**config.mk**
```make
export PLATFORM = sky130hd
export DESIGN_NAME = sfsc_front
export DESIGN_NICKNAME = d
export VERILOG_FILES = /design/src/sv/sfsc_pkg.sv /design/src/sv/sfsc_front.sv
export SDC_FILE = /design/constraint.sdc
export NUM_CORES = 1
export LEC_CHECK = 0
export BUFFER_PORTS_ARGS = -buffer_cell sky130_fd_sc_hd__buf_2
export CAP_MARGIN = 20
export CORE_MARGIN = 3
export CORE_UTILIZATION = 30
export CTS_CLUSTER_SIZE = 25
export DETAILED_ROUTE_END_ITERATION = 6
export SYNTH_ARGS = -nofsm -noshare
export SYNTH_HDL_FRONTEND = slang
export SYNTH_SLANG_ARGS = --single-unit
```
**constraint.sdc**
```tcl
create_clock -name clock -period 3.4 [get_ports clock]
set_input_delay 0.17 -clock clock [delete_from_list [all_inputs] [get_ports clock]]
set_output_delay 0.17 -clock clock [all_outputs]
set_load 0.02 [all_outputs]
```
**src/sv/sfsc_pkg.sv**
```systemverilog
`timescale 1ns / 1ps
// Shared types and constants of the SYN flood source counter.
// No dependencies; every other file of the block but sfsc_ram imports this package.
package sfsc_pkg;

   // Widths fixed by the packet fields and the configuration register
   localparam int IP_W           = 32;
   localparam int THRESHOLD_W    = 15;
   localparam int SOURCE_COUNT_W = 16;

   // Reset value of the SYN threshold register
   localparam logic [THRESHOLD_W-1:0] THRESHOLD_RESET = 15'd100;

   // Queue between the classifying front and the table back end
   localparam int QUEUE_DEPTH = 4;
   localparam int QUEUE_PTR_W = 2;

   // What a packet does to the counter of its source
   typedef enum logic [1:0] {
      OP_PASS,
      OP_SYN,
      OP_ACK
   } op_type;

endpackage

```
**src/sv/sfsc_front.sv**
```systemverilog
`timescale 1ns / 1ps
// Front end: accepts packet words, classifies them and folds the source
// address into a table slot, then queues them for the back end. Uses sfsc_pkg.
module sfsc_front #(
   parameter int TABLE_ENTRIES = 1024
) (
   input  logic                             clock,
   input  logic                             reset,
   input  logic                             start,
   output logic                             busy,
   input  logic [sfsc_pkg::IP_W-1:0]        src_ip,
   input  logic                             syn_flag,
   input  logic                             ack_flag,
   input  logic                             clearing,
   output logic                             q_valid,
   output logic [sfsc_pkg::IP_W-1:0]        q_ip,
   output sfsc_pkg::op_type                 q_op,
   output logic [$clog2(TABLE_ENTRIES)-1:0] q_slot,
   input  logic                             q_pop
);
   import sfsc_pkg::*;

   localparam int SLOT_W = $clog2(TABLE_ENTRIES);
   localparam longint unsigned RECIP = (64'd1 << 32) / TABLE_ENTRIES;
   localparam int RECIP_W = $clog2(RECIP + 1);
   localparam int PROD_W  = 16 + RECIP_W;
   localparam int QUOT_W  = PROD_W - 32;
   localparam logic [RECIP_W-1:0] RECIP_K = RECIP_W'(RECIP);
   localparam logic [31:0] ENTRIES_K = 32'(TABLE_ENTRIES);

   logic                   accept;
   logic [15:0]            fold;
   logic [PROD_W-1:0]      quot_prod;
   op_type                 op_class;

   logic                   s1_valid_ff;
   logic [IP_W-1:0]        s1_ip_ff;
   op_type                 s1_op_ff;
   logic [15:0]            s1_fold_ff;
   logic [QUOT_W-1:0]      s1_quot_ff;

   logic [31:0]            slot_prod;
   logic [31:0]            rem_raw;
   logic [31:0]            rem_fix;
   logic [SLOT_W-1:0]      slot;

   logic [IP_W-1:0]        q_ip_ff   [QUEUE_DEPTH];
   op_type                 q_op_ff   [QUEUE_DEPTH];
   logic [SLOT_W-1:0]      q_slot_ff [QUEUE_DEPTH];
   logic [QUEUE_PTR_W-1:0] wr_ptr_ff, wr_ptr_in;
   logic [QUEUE_PTR_W-1:0] rd_ptr_ff, rd_ptr_in;
   logic [QUEUE_PTR_W:0]   count_ff, count_in;

   // Hold off new words while the table clears or no queue space is left
   // for the word in flight plus a new one
   assign busy   = clearing
                 || ((count_ff + {{QUEUE_PTR_W{1'b0}}, s1_valid_ff})
                     >= (QUEUE_PTR_W + 1)'(QUEUE_DEPTH));
   assign accept = start && !busy;

   assign fold = src_ip[31:16] ^ src_ip[15:0];
   // Quotient estimate by reciprocal; low by at most one
   assign quot_prod = PROD_W'(fold) * PROD_W'(RECIP_K);

   always_comb begin
      if (syn_flag) begin
         op_class = OP_SYN;
      end else if (ack_flag) begin
         op_class = OP_ACK;
      end else begin
         op_class = OP_PASS;
      end
   end

   // Remainder with one corrective subtract
   assign slot_prod = 32'(s1_quot_ff) * ENTRIES_K;
   assign rem_raw   = 32'(s1_fold_ff) - slot_prod;
   assign rem_fix   = (rem_raw >= ENTRIES_K) ? rem_raw - ENTRIES_K : rem_raw;
   assign slot      = rem_fix[SLOT_W-1:0];

   always_comb begin
      wr_ptr_in = wr_ptr_ff;
      rd_ptr_in = rd_ptr_ff;
      count_in  = count_ff;
      if (s1_valid_ff) begin
         wr_ptr_in = wr_ptr_ff + 1'b1;
      end
      if (q_pop) begin
         rd_ptr_in = rd_ptr_ff + 1'b1;
      end
      case ({s1_valid_ff, q_pop})
         2'b10:   count_in = count_ff + 1'b1;
         2'b01:   count_in = count_ff - 1'b1;
         default: count_in = count_ff;
      endcase
   end

   always_ff @(posedge clock) begin
      if (reset) begin
         s1_valid_ff <= 1'b0;
         wr_ptr_ff   <= '0;
         rd_ptr_ff   <= '0;
         count_ff    <= '0;
      end else begin
         s1_valid_ff <= accept;
         wr_ptr_ff   <= wr_ptr_in;
         rd_ptr_ff   <= rd_ptr_in;
         count_ff    <= count_in;
      end
   end

   always_ff @(posedge clock) begin
      if (accept) begin
         s1_ip_ff   <= src_ip;
         s1_op_ff   <= op_class;
         s1_fold_ff <= fold;
         s1_quot_ff <= quot_prod[PROD_W-1:32];
      end
      if (s1_valid_ff) begin
         q_ip_ff[wr_ptr_ff]   <= s1_ip_ff;
         q_op_ff[wr_ptr_ff]   <= s1_op_ff;
         q_slot_ff[wr_ptr_ff] <= slot;
      end
   end

   assign q_valid = (count_ff != '0);
   assign q_ip    = q_ip_ff[rd_ptr_ff];
   assign q_op    = q_op_ff[rd_ptr_ff];
   assign q_slot  = q_slot_ff[rd_ptr_ff];

endmodule

```
==> flow_summary.toml <==
[timing]
worst_pin_slew_ns = 0.955
period_needed_ns = 2.52
grt_setup_unrepaired = "false"
hold_viol = 0
min_period_over_period_pct = 74.1
fin_ws_ns = 0.879
fmax_mhz = 397
timing.slew.headroom_pct = 36.3
slew_viol_final = 0
setup-tns-final_ns = 0
clock_skew_ns = 0.0109
setup_violations = 0

[critical_path]
endpoint_kind = "primary output"
path_max_fanout = 44
cp.required_ns = 3.23
cp_slowest_cell = "dfxtp_4"
reg2reg_from = "s1_valid_ff$_SDFF_PP0_"
cpPeakStageDelay_ns = 0.98
cpLargestDelayFamily = "flip-flops"
path_cells = "mux4_1 -> buf_2"
arrival_ns = 2.35
setup.worst_path.start_class = "flop"
critPathBufInv = 1
criticalPathCategory = "reg2out"

[synth]
ys_ff_latch = 230
ys_warn_count = 0
syn_avg_cell_area_um2 = 24.8
ys_async_sr_fraction_pct = 0
ys_types = 26
synth-main-ff-cell = "edfxtp_1"
synth_edf_count = 220
synth_top_area_share_pct = 79.6
synthesis.instances = 335
yosysTopAreaCell = "edfxtp_1"
synthesis.area_um2 = 8300
ys_top_cells_by_area = "edfxtp_1 (80%), mux4_2 (11%), dfxtp_1 (2.4%)"
synth_fp_nets = 380
synth_seq_area_share_pct = 82.0

[global_routing]
top_usage_layer = "met2"
grt_max_degree = 45
met3_usage_pct = 2.10
antenna_found_initial = 0
grt_pass1_vias = 4153
use_met2_pct = 19.3
grt_pass1_wl_um = 25100
grtUsageMet1_pct = 15.0
gr-total-overflow = 0
grt_usage_pct = 11.2

[clocking]
cts_buffer_depth = 3
cts.sinks = 230
postCtsSetupBuffers = 0
cts_tree = "built"
clock-root-buffer = "clkbuf_16"
cts_max_level = 1
clock_latency_ns = 0.49
cts.clk_slew.worst_paths_ns = 0.06
numCtsBuffers = 23

[cells_and_area]
final_cell_mix = "edfxtp_1 (220), buf_2 (84), mux4_2 (40)"
fillers = 2492
syn_to_final_growth_pct = 22.8
multi_input_area_um2 = 1370
drive_above_1_share_pct = 34.8
final_common_cell = "edfxtp_1"
n_antenna_cell = 0
stdcell_count = 863
fin_nets = 521
ff_latch_area_um2 = 6810

[floorplanning]
die_w_um = 172
initial_core_util_pct = 30.6
die_area_um2 = 29700
die_y_um = 172
pin_count = 85
placementRows = 60
coreArea_um2 = 27100

[placement]
numPortBuffers = 84
placed_cells = 788
dpl.hpwl_um = 9860
gp_congestion = 0.673
pre_cts_ws_ns = 1.25

[run_status]
outcome = "completed"

[min_path]
worstHoldStart = "clearing"
hold_class = "in2reg"

[detailed_routing]
vias_per_cell = 4.30
ant_nets = 0
drc = 0
vias = 3714
drtPass1Iterations = 6
drtIter0Drc = 232
routedWlPerCell_um = 18.8
wl_um = 16200

[power]
max-vdd-ir-drop_mv = 0.362
leakage_nw = 3.37
power.density_nw_per_um2 = 590

[flow_run]
maxCapViolations = 0
-- synthesized netlist by cell type, types with 2 or more instances --
master,n
nor2_1,8
or3_1,2
buf_2,5
ha_1,5
edfxtp_1,220
mux2i_1,2
dfxtp_1,10
buf_12,4
xor2_1,12
inv_1,3
and2_1,4
mux4_1,4
xnor2_1,4
mux4_2,40
-- registers in the layout, indices dropped and copies added, names as in the netlist, 2 cells and up, named ones only --
register    count
q_ip_ff       128
q_slot_ff      40
s1_ip_ff       32
s1_fold_ff     10
q_op_ff         8
count_ff        3
rd_ptr_ff       2
s1_op_ff        2
wr_ptr_ff       2
-- area by class of cell --
type	instances	share of cell area, %
clock inverter	7	0.295
sequential	230	66.8
inverter	3	0.110
multi-input combinational	90	13.5
timing repair buffer	128	8.35
clock buffer	33	6.41
tap	372	4.57
-- kinds of logic (layout without fill, tap and decap cells) --
family | after synthesis | count (layout) | synth area share, %
compound gates | 2 | 2 | 0.120
fa+ha+maj | 6 | 6 | 0.995
buf+inv | 15 | 171 | 1.64
simple gates | 20 | 20 | 1.21
xor+xnor | 16 | 16 | 1.69
mux | 46 | 46 | 12.4
flops | 230 | 230 | 82.0
-- final timing paths --
kind	slack (ns)	cells after the start	endpoint
worst max-delay path	0.88	2	q_slot[7]
worst min-delay path	0.03	3	s1_valid_ff$_SDFF_PP0_
worst max register to register	1.29	4	s1_ip_ff[27]$_DFFE_PP_
worst min register to register	0.50	0	q_ip_ff[1][8]$_DFFE_PP_
-- tightest hold or removal path, delay by kind of cell --
kind,cells,cell delay [ns]
simple gates,2,0.22
buf+inv,1,0.08
-- per-layer routing --
| metal | vias up | part of all wire (%) | routed length, µm |
|---|---|---|---|
| met2 | 87 | 50 | 8160 |
| li1 | 1662 | - | - |
| met4 | 0 | 1.7 | 279 |
| met5 | - | 0 | 0 |
| met3 | 22 | 3.9 | 639 |
| met1 | 1943 | 44 | 7160 |
-- through the flow --
step / instance area (µm²) / total power (W) / hold WS [ns] / utilization [%]
2_1_floorplan: 8300 / 0.00361 / 0.269 / -
3_3_place_gp: 9160 / 0.00377 / 0.349 / 33.8
3_5_place_dp: 9160 / 0.00378 / 0.349 / 33.8
4_1_cts: 10200 / 0.00611 / 0.00268 / 37.6
5_1_grt: 10200 / 0.00626 / 0.0487 / 37.6
6_report: 10200 / 0.00602 / 0.0269 / 37.6
-- power breakdown --
part | total, W | internal (W) | switching (W)
clock | 0.00228 | 0.00132 | 0.000959
sequential | 0.00327 | 0.00319 | 0.0000808
combinational | 0.000462 | 0.000213 | 0.000249
total | 0.00602 | 0.00473 | 0.00129
-- timing repair --
| item | in CTS | in global routing |
|---|---|---|
| hold buffers | 35 | 0 |
| gates resized for setup | 0 | 0 |
| endpoints found under the hold margin | 49 | 0 |
No activity file was read; power rests on OpenSTA's default activity.
